<file path="src/sv/mjd_pkg.sv">
`timescale 1ns / 1ps
// ----------------------------------------------------------------------------
// Minimum jumps package
// Shared types and constants for the minimum-jumps-to-end pass engine.
// ----------------------------------------------------------------------------
package mjd_pkg;

	localparam int MAX_PADS_DEF = 256;
	localparam int JUMP_W       = 16;
	localparam int MJ_W         = 9;
	localparam int SCORE_SAT    = 511;

	typedef struct packed {
		logic [JUMP_W-1:0] jump_length;
		logic              is_last;
	} pad_t;

	typedef struct packed {
		logic [MJ_W-1:0] min_jumps;
		logic            reachable;
		logic            overflow;
	} res_t;

	typedef struct packed {
		logic clr;
		logic take;
	} acc_ctrl_t;

endpackage

</file>
<file path="src/sv/mjd_min_acc.sv">
`timescale 1ns / 1ps
// ----------------------------------------------------------------------------
// Window minimum accumulator
// Folds one score read per cycle into the least reachable score of a window.
// ----------------------------------------------------------------------------
module mjd_min_acc #(
	parameter int SW = 8
) (
	input  logic                clk,
	input  logic                arst_n,
	input  mjd_pkg::acc_ctrl_t  ctrl,
	input  logic                rd_reach,
	input  logic [SW-1:0]       rd_score,
	output logic                found,
	output logic [SW-1:0]       best
);
	import mjd_pkg::*;

	logic          found_q;
	logic [SW-1:0] best_q;
	logic          better;

	assign better = ctrl.take && rd_reach && (!found_q || (rd_score < best_q));
	assign found  = found_q || better;
	assign best   = better ? rd_score : best_q;

	always_ff @(posedge clk or negedge arst_n) begin
		if (!arst_n) begin
			found_q <= 1'b0;
		end else if (ctrl.clr) begin
			found_q <= 1'b0;
		end else begin
			found_q <= found;
		end
	end

	always_ff @(posedge clk) begin
		if (ctrl.take) begin
			best_q <= best;
		end
	end

endmodule

</file>
<file path="config.mk">
export PLATFORM = sky130hd
export DESIGN_NAME = mjd_min_acc
export DESIGN_NICKNAME = d
export VERILOG_FILES = /design/src/sv/mjd_pkg.sv /design/src/sv/mjd_min_acc.sv
export SDC_FILE = /design/constraint.sdc
export NUM_CORES = 1
export LEC_CHECK = 0
export BUFFER_PORTS_ARGS = -buffer_cell sky130_fd_sc_hd__buf_2
export CAP_MARGIN = 0
export CORE_MARGIN = 3
export CORE_UTILIZATION = 46
export DETAILED_ROUTE_END_ITERATION = 8
export PLACE_DENSITY_LB_ADDON = 0.15
export SYNTH_ARGS = -nofsm -noshare
export SYNTH_HDL_FRONTEND = slang
export SYNTH_SLANG_ARGS = --single-unit
export TNS_END_PERCENT = 10
</file>
<file path="constraint.sdc">
create_clock -name clk -period 2.3 [get_ports clk]
set_clock_uncertainty 0.15 [all_clocks]
set_input_delay 0.115 -clock clk [delete_from_list [all_inputs] [get_ports clk]]
set_output_delay 0.115 -clock clk [all_outputs]
set_load 0.03 [all_outputs]
</file>
Word level (Yosys, flattened, before mapping). Cells that the tools add are included. Widths: inputs -> output; s select.

Reduce and logical (&&, ||, !) cells: 5. Mux-type cells: 2. Magnitude comparators: 1.

Operator list (count): $lt 8x8->1 (1); $mux 8 (1); $logic_and 1x1->1 (2); $logic_or 1x1->1 (2); $logic_not 1->1 (1); $mux 1 (1).

Output and inout port bits: 9. Input port bits: 13. Bits in registers: 9. Word-level logic and storage cells: 10.

Depth between registers and ports, before layout. Gate-level depths: netlist of run 1.

Depth in word-level cells: 5. Depth in mapped cells: 8. Depth with buffers taken out: 7.

Worst setup path before layout of run 1. OpenSTA, ideal clock, no wires.

Path type: register to register. Start point: reg best_q[1]. End point: reg best_q[0] (data pin). Required time: 1.872 ns. Period minus slack after synthesis: 2.165 ns. Data arrival time: 1.737 ns. Cell stages (with the launch flop): 8. Buffers on the path: 1. Slack: 0.135 ns. Setup time: 0.278 ns. Path through: edfxtp_1 > inv_1 > ha_1 > a2111oi_2 > o21ai_1 > a31o_1 > buf_6 > mux2_4.

Word-level cells in the longest chain between the ends: 4.

Ends and longest elaborated chain: from (decl) (RTL line mjd_min_acc.sv:20) `logic [SW-1:0] best_q;`; from (signal assigned) (RTL line mjd_min_acc.sv:39) `best_q <= best;`; $lt 8x8->1 (RTL line mjd_min_acc.sv:23) `assign better = ctrl.take && rd_reach && (!found_q || (rd_score < best_q));`; $logic_or 1x1->1 (RTL line mjd_min_acc.sv:23); $logic_and 1x1->1 (RTL line mjd_min_acc.sv:23); $mux 8 (RTL line mjd_min_acc.sv:25) `assign best = better ? rd_score : best_q;`; named net best[0] (RTL line mjd_min_acc.sv:15) `output logic [SW-1:0] best`.

The timed path passes the listed nets, and every way through them passes these cells. A chain may end at the register's enable or synchronous reset.

Worst setup path in the final report of run 1.
Start point: reg best_q[1]. End point: out best[3].

Word-level cells in the longest chain between the ends: 4.

Ends and longest elaborated chain (RTL line): $lt 8x8->1 (mjd_min_acc.sv:23); $logic_or 1x1->1 (mjd_min_acc.sv:23); $logic_and 1x1->1 (mjd_min_acc.sv:23); $mux 8 (mjd_min_acc.sv:25); to (decl) (mjd_min_acc.sv:15).

No other way between the ends.

==> run_summary.xml, run 1 <==
<?xml version="1.0" encoding="UTF-8"?>
<metrics>
  <group name="status">
    <metric name="status" unit="">finished with violations</metric>
    <metric name="failed_checks" unit="">negative setup slack</metric>
  </group>
  <group name="power_and_ir_drop">
    <metric name="p_leak" unit="nW">0.436</metric>
    <metric name="switching_share" unit="%">29.7</metric>
    <metric name="internal_power" unit="uW">351</metric>
    <metric name="seq_power_share" unit="%">40.4</metric>
    <metric name="clock_power_share" unit="%">24.1</metric>
    <metric name="powerDensity" unit="nW/um^2">576</metric>
    <metric name="power_frac_comb" unit="%">35.5</metric>
    <metric name="total_power" unit="uW">500</metric>
    <metric name="irDropWorstVdd" unit="uV">550</metric>
    <metric name="power.switching" unit="uW">149</metric>
  </group>
  <group name="cts">
    <metric name="worstSkewPairLatency" unit="ns">0.26</metric>
    <metric name="deepest_clock_path_buffer_count" unit="">2</metric>
    <metric name="cts_inserted_buffers" unit="">3</metric>
    <metric name="clockRootBuffer" unit="">clkbuf_4</metric>
    <metric name="tritoncts" unit="">yes</metric>
    <metric name="clk_pin_slew" unit="ns">0.06</metric>
    <metric name="clock_sink_count" unit="">9</metric>
    <metric name="deepest_level_of_the_cts_h_tree" unit="">1</metric>
  </group>
  <group name="placement">
    <metric name="port_buffers" unit="">21</metric>
    <metric name="dp_slack" unit="ns">-0.0294</metric>
    <metric name="place_hpwl" unit="um">817</metric>
    <metric name="place_congestion" unit="">0.713</metric>
    <metric name="placed_cells_incl_taps" unit="">78</metric>
  </group>
  <group name="synth">
    <metric name="syn_avg_cell_area" unit="sq um">13.6</metric>
    <metric name="post_synth_inst_count" unit="">44</metric>
    <metric name="ys.flop_type" unit="">edfxtp_1</metric>
    <metric name="syn-num-nets" unit="">64</metric>
    <metric name="netlist_area" unit="sq um">597</metric>
    <metric name="synth.largest_area_cell" unit="">edfxtp_1</metric>
    <metric name="yosys.area.top_type_share" unit="%">40.3</metric>
    <metric name="yosys_warnings" unit="">0</metric>
    <metric name="ys_top_cells_by_count" unit="">edfxtp_1, mux2_4, ha_1, inv_1, a21o_1</metric>
    <metric name="yosysSeqAreaShare" unit="%">44.4</metric>
    <metric name="synthTopCellsByArea" unit="">edfxtp_1, mux2_4, ha_1</metric>
    <metric name="ys_seq_elements" unit="">9</metric>
    <metric name="synth_edf_count" unit="">8</metric>
    <metric name="synthArstFlopShare" unit="%">11.1</metric>
    <metric name="count_of_different_cell_masters_after_synthesis" unit="">17</metric>
  </group>
  <group name="worst_setup_path">
    <metric name="crit_path_start_kind" unit="">register</metric>
    <metric name="critPathMaxFanout" unit="">8</metric>
    <metric name="worstSetupEndpointType" unit="">output port</metric>
    <metric name="worst-endpoint-required" unit="ns">2.04</metric>
    <metric name="worst_r2r_path_depth" unit="">7</metric>
    <metric name="cp_data_arrival_time" unit="ns">2.18</metric>
    <metric name="worst-setup-path-type" unit="">register to output port</metric>
  </group>
  <group name="detailed_routing">
    <metric name="remaining_drc_errors" unit="">0</metric>
    <metric name="drt_iter0_markers" unit="">4</metric>
    <metric name="drt_wl_total" unit="mm">1.25</metric>
    <metric name="routed_via_count" unit="">448</metric>
    <metric name="drt-wirelength-per-cell" unit="um">14.2</metric>
    <metric name="dr.pass1.iters" unit="">3</metric>
    <metric name="via_per_inst" unit="">5.09</metric>
    <metric name="final_antenna_net_count" unit="">0</metric>
  </group>
  <group name="global_route">
    <metric name="grt_start_max_net_pins" unit="">11</metric>
    <metric name="via_count_of_the_first_global_routing_pass" unit="">471</metric>
    <metric name="grt_pass1_wl" unit="mm">2.02</metric>
    <metric name="grt_use_total" unit="%">15.5</metric>
    <metric name="use_met2" unit="%">28.4</metric>
    <metric name="globalRoute.busiestLayer" unit="">met2</metric>
    <metric name="total_global_routing_overflow" unit="">0</metric>
    <metric name="met1_track_utilization_from_global_routing" unit="%">15.5</metric>
    <metric name="number_of_antenna_violations_at_the_first_check_in_global_routing" unit="">0</metric>
    <metric name="use_met3" unit="%">7.73</metric>
  </group>
  <group name="layout">
    <metric name="layout_area_overhead" unit="%">45.5</metric>
    <metric name="fraction_of_layout_cells_with_a_size_suffix_above_1" unit="%">52.7</metric>
    <metric name="finalNetCount" unit="">95</metric>
    <metric name="antenna-diode-count" unit="">0</metric>
    <metric name="non_filler_instance_count_after_layout" unit="">88</metric>
  </group>
  <group name="sta">
    <metric name="setup_ws" unit="ns">-0.147</metric>
    <metric name="post-route-period-util" unit="%">106</metric>
    <metric name="setup_viol" unit="">9</metric>
    <metric name="grt_setup_unrepaired" unit="">yes</metric>
    <metric name="finalCriticalPeriod" unit="ns">2.45</metric>
    <metric name="tightestPinTransition" unit="ns">0.267</metric>
    <metric name="fmax" unit="MHz">409</metric>
    <metric name="fin_hold_ws" unit="ns">0.0481</metric>
    <metric name="finalHoldViolations" unit="">0</metric>
    <metric name="timing.final.max_slew_violations" unit="">0</metric>
    <metric name="slew-limit-headroom" unit="%">82.2</metric>
    <metric name="setup_total_negative_slack" unit="ns">-1.15</metric>
  </group>
  <group name="worst_hold_path">
    <metric name="holdCritPathClass" unit="">input port to register</metric>
    <metric name="timing.hold.worst_path_depth" unit="">2</metric>
  </group>
  <group name="floorplanning">
    <metric name="chipWidth" unit="um">42.0</metric>
    <metric name="standard_cell_core_area" unit="sq um">1160</metric>
    <metric name="placementRows" unit="">12</metric>
    <metric name="die_area" unit="sq um">1770</metric>
    <metric name="die_height" unit="um">42.0</metric>
    <metric name="pin_count" unit="">22</metric>
    <metric name="start_util" unit="%">51.6</metric>
  </group>
  <group name="run">
    <metric name="maxCapViolCount" unit="">0</metric>
  </group>
</metrics>
## power groups by stage
| stage | clock network, mW | registers [mW] | logic [mW] |
|---|---|---|---|
| floorplan | 0 | 0.203 | 0.0981 |
| global placement | 0 | 0.204 | 0.132 |
| detailed placement | 0 | 0.205 | 0.133 |
| CTS | 0.128 | 0.201 | 0.168 |
| global route | 0.137 | 0.203 | 0.189 |
| finish | 0.121 | 0.202 | 0.177 |
## layout make-up
type / instances / area [sq um]
clock buffers: 4 / 26.3
fillers: 82 / 288
well taps: 14 / 17.5
inverters: 7 / 26.3
flip-flops and latches: 9 / 265
multi-input cells: 27 / 325
repair buffers: 27 / 208
## flip-flops by register name, summed over array words and instances, names as in the netlist
name,cells
best_q,8
found_q,1
## routing by layer
layer	share of wire [%]	vias to the layer above
met4	0.64	0
li1	-	221
met3	7.0	2
met1	40	207
met5	0	-
met2	52	18
## cell families after synthesis
family / after synthesis / synth area share [%]
AOI/OAI and AO/OA: 8 / 10.9
adders and majority gates: 7 / 14.7
buffers and inverters: 8 / 6.29
DFF: 9 / 44.4
muxes: 8 / 20.1
and+or+nand+nor: 4 / 3.56
## through the flow
step,area (sq um),utilization [%]
after floorplan,597,-
after global placement,708,61.3
after detailed placement,708,61.3
after CTS,846,73.2
after global routing,868,75.1
final,868,75.1
## final timing paths
check                                  to        start  slack (ns)
worst max-delay path              best[3]    best_q[1]       -0.15
worst min-delay path            best_q[0]  rd_score[0]        0.05
worst max register to register  best_q[1]    best_q[1]           0
worst min register to register  best_q[7]    best_q[7]        0.46
max in group asynchronous         found_q       arst_n        1.35
min in group asynchronous         found_q       arst_n        0.55
## worst max-delay path: stages, from the launching register on
cell	delay (ns)
edfxtp_1	0.40
inv_1	0.08
ha_1	0.25
a2111oi_4	0.31
o21ai_2	0.11
a31o_4	0.31
mux2_4	0.32
buf_6	0.14
## cell usage in the layout, fill, tap and decap left out, drive strengths merged, types with 2 or more instances in the layout
master and instances:
a21o 2, buf 24, clkbuf 4, dlygate4sd3 3
edfxtp 8, ha 7, inv 7, mux2 8
## repair_timing
| item | 4_1_cts | 5_1_grt |
|---|---|---|
| endpoints found under the hold margin | 2 | 0 |
| hold buffers | 3 | 0 |
| resized for setup | 18 | 3 |
| gates cloned | 0 | 0 |
| setup buffers | 3 | 0 |
| setup endpoints to repair | 13 | 9 |
| pin swaps | 2 | 2 |
No activity file was read; power rests on OpenSTA's default activity.
==> run 2, diff against run 1 <==
==> constraint.sdc (replaced) <==
create_clock -name clk -period 2.3 [get_ports clk]
set_clock_uncertainty 0.15 [all_clocks]
set_input_delay 0.575 -clock clk [delete_from_list [all_inputs] [get_ports clk]]
set_output_delay 0.575 -clock clk [all_outputs]
set_load 0.03 [all_outputs]
==> run_summary.xml, run 2 (synthesis gave the netlist of run 1 again) <==
<?xml version="1.0" encoding="UTF-8"?>
<metrics>
  <group name="status">
    <metric name="status" unit="">finished with violations</metric>
    <metric name="failed_checks" unit="">negative setup slack</metric>
  </group>
  <group name="sta">
    <metric name="setup_total_negative_slack" unit="ns">-4.53</metric>
    <metric name="fmax" unit="MHz">349</metric>
    <metric name="slew-limit-headroom" unit="%">82.8</metric>
    <metric name="setup_viol" unit="">8</metric>
    <metric name="setup_ws" unit="ns">-0.569</metric>
    <metric name="tightestPinTransition" unit="ns">0.259</metric>
    <metric name="timing.final.max_slew_violations" unit="">0</metric>
    <metric name="finalHoldViolations" unit="">0</metric>
    <metric name="grt_setup_unrepaired" unit="">yes</metric>
    <metric name="post-route-period-util" unit="%">125</metric>
    <metric name="fin_hold_ws" unit="ns">0.315</metric>
    <metric name="finalCriticalPeriod" unit="ns">2.87</metric>
  </group>
  <group name="layout">
    <metric name="largest-register" unit="">best_q</metric>
    <metric name="antenna-diode-count" unit="">0</metric>
    <metric name="final_area" unit="sq um">893</metric>
    <metric name="non_filler_instance_count_after_layout" unit="">87</metric>
    <metric name="layout_area_overhead" unit="%">49.7</metric>
    <metric name="footprint_of_the_multi_input_gates" unit="sq um">363</metric>
    <metric name="layout.cells.most_common" unit="">buf_2</metric>
    <metric name="finalNetCount" unit="">94</metric>
    <metric name="fraction_of_layout_cells_with_a_size_suffix_above_1" unit="%">61.6</metric>
    <metric name="reg_top3" unit="">best_q x8, found_q x1</metric>
    <metric name="sequential_cell_area" unit="sq um">265</metric>
    <metric name="final.fill_count" unit="">77</metric>
    <metric name="largest_register_ffs" unit="">8</metric>
    <metric name="layout_common_cells" unit="">buf_2, mux2_4, edfxtp_1, buf_6, inv_1</metric>
  </group>
  <group name="global_route">
    <metric name="number_of_antenna_violations_at_the_first_check_in_global_routing" unit="">0</metric>
    <metric name="grt_use_total" unit="%">15.0</metric>
    <metric name="total_global_routing_overflow" unit="">0</metric>
    <metric name="grt_pass1_wl" unit="mm">2.00</metric>
    <metric name="via_count_of_the_first_global_routing_pass" unit="">462</metric>
    <metric name="grt_start_max_net_pins" unit="">10</metric>
  </group>
  <group name="worst_setup_path">
    <metric name="worst-setup-path-type" unit="">register to output port</metric>
    <metric name="critPathMaxFanout" unit="">8</metric>
    <metric name="worst-endpoint-required" unit="ns">1.57</metric>
    <metric name="crit_path_start_kind" unit="">register</metric>
    <metric name="cp_data_arrival_time" unit="ns">2.14</metric>
    <metric name="worst_r2r_path_depth" unit="">8</metric>
    <metric name="worstSetupEndpointType" unit="">output port</metric>
  </group>
  <group name="cts">
    <metric name="worstSkewPairLatency" unit="ns">0.26</metric>
    <metric name="deepest_level_of_the_cts_h_tree" unit="">1</metric>
    <metric name="clock_sink_count" unit="">9</metric>
    <metric name="clk_pin_slew" unit="ns">0.07</metric>
    <metric name="cts_inserted_buffers" unit="">3</metric>
    <metric name="deepest_clock_path_buffer_count" unit="">2</metric>
    <metric name="clockRootBuffer" unit="">clkbuf_4</metric>
    <metric name="tritoncts" unit="">yes</metric>
  </group>
  <group name="placement">
    <metric name="placed_cells_incl_taps" unit="">79</metric>
    <metric name="place_hpwl" unit="um">844</metric>
    <metric name="postPlaceCellArea" unit="sq um">766</metric>
    <metric name="place_congestion" unit="">0.691</metric>
    <metric name="port_buffers" unit="">21</metric>
  </group>
  <group name="detailed_routing">
    <metric name="via_per_inst" unit="">5.14</metric>
    <metric name="drt_wl_total" unit="mm">1.12</metric>
    <metric name="final_antenna_net_count" unit="">0</metric>
    <metric name="drt_iter0_markers" unit="">2</metric>
    <metric name="dr.pass1.iters" unit="">2</metric>
    <metric name="drt-wirelength-per-cell" unit="um">12.9</metric>
    <metric name="routed_via_count" unit="">447</metric>
    <metric name="remaining_drc_errors" unit="">0</metric>
  </group>
  <group name="run">
    <metric name="maxCapViolCount" unit="">0</metric>
  </group>
  <group name="floorplanning">
    <metric name="chipWidth" unit="um">42.0</metric>
    <metric name="pin_count" unit="">22</metric>
    <metric name="standard_cell_core_area" unit="sq um">1160</metric>
    <metric name="placementRows" unit="">12</metric>
    <metric name="die_area" unit="sq um">1770</metric>
    <metric name="die_height" unit="um">42.0</metric>
    <metric name="start_util" unit="%">51.6</metric>
  </group>
  <group name="worst_hold_path">
    <metric name="timing.hold.worst_path_depth" unit="">2</metric>
    <metric name="holdCritPathClass" unit="">input port to register</metric>
  </group>
  <group name="power_and_ir_drop">
    <metric name="powerDensity" unit="nW/um^2">568</metric>
    <metric name="irDropWorstVdd" unit="uV">382</metric>
    <metric name="total_power" unit="uW">507</metric>
    <metric name="p_leak" unit="nW">0.431</metric>
  </group>
</metrics>
run 2: cell count changes in the layout (fill, tap and decap cells not counted), sizes merged:
cell and delta:
buf +1, dlygate4sd3 -2
run 2: cell type report:
type	count	area share (%)
Clock buffer	4	2.94
Inverter	7	2.94
Multi-Input combinational cell	27	40.6
Sequential cell	9	29.7
Tap cell	14	1.96
Timing Repair Buffer	26	21.8
run 2: worst paths after layout:
path / startpoint / end / slack (ns)
setup / recovery: best_q[2] / best[1] / -0.57
hold / removal: ctrl[1] / found_q / 0.31
min in group asynchronous: arst_n / found_q / 0.48
hold reg to reg: best_q[3] / best_q[3] / 0.45
setup reg to reg: best_q[2] / best_q[1] / 0.03
max in group asynchronous: arst_n / found_q / 1.44
run 2: power breakdown:
| part | leakage (nW) | internal, mW | total (mW) | switching [mW] |
|---|---|---|---|---|
| sequential | 0.0914 | 0.195 | 0.202 | 0.00742 |
| combinational | 0.324 | 0.0948 | 0.183 | 0.0886 |
| clock | 0.0150 | 0.0668 | 0.122 | 0.0553 |
run 2: metal layers:
layer	part of all wire [%]	global-route usage, %	up-vias	wire length, um
li1	-	-	218	-
met1	43	19.0	213	486
met2	50	24.1	14	555
met3	6.2	3.00	2	69
met4	0.71	7.45	0	8
met5	0	0	-	0
run 2: per-stage QoR:
step                setup slack (ns)  utilization (%)
floorplan                     -0.285                -
global placement              -0.782             66.2
detailed placement            -0.798             66.2
CTS                           -0.614             75.8
global route                  -0.670             77.3
finish                        -0.569             77.3
run 2: critical path, stage by stage, from the launching register on:
cell and delay, ns:
edfxtp_1 0.42, inv_2 0.09, ha_4 0.19, o21a_1 0.17, o2111ai_2 0.17, o21ai_2 0.09, a31o_4 0.29, mux2_4 0.32
buf_6 0.14
run 2: timing repair:
item	in CTS	in global routing
hold endpoints to repair	1	0
endpoints found under the setup margin	16	9
setup buffers	2	1
pin swaps	6	2
hold buffers	1	0
gates resized for setup	20	2
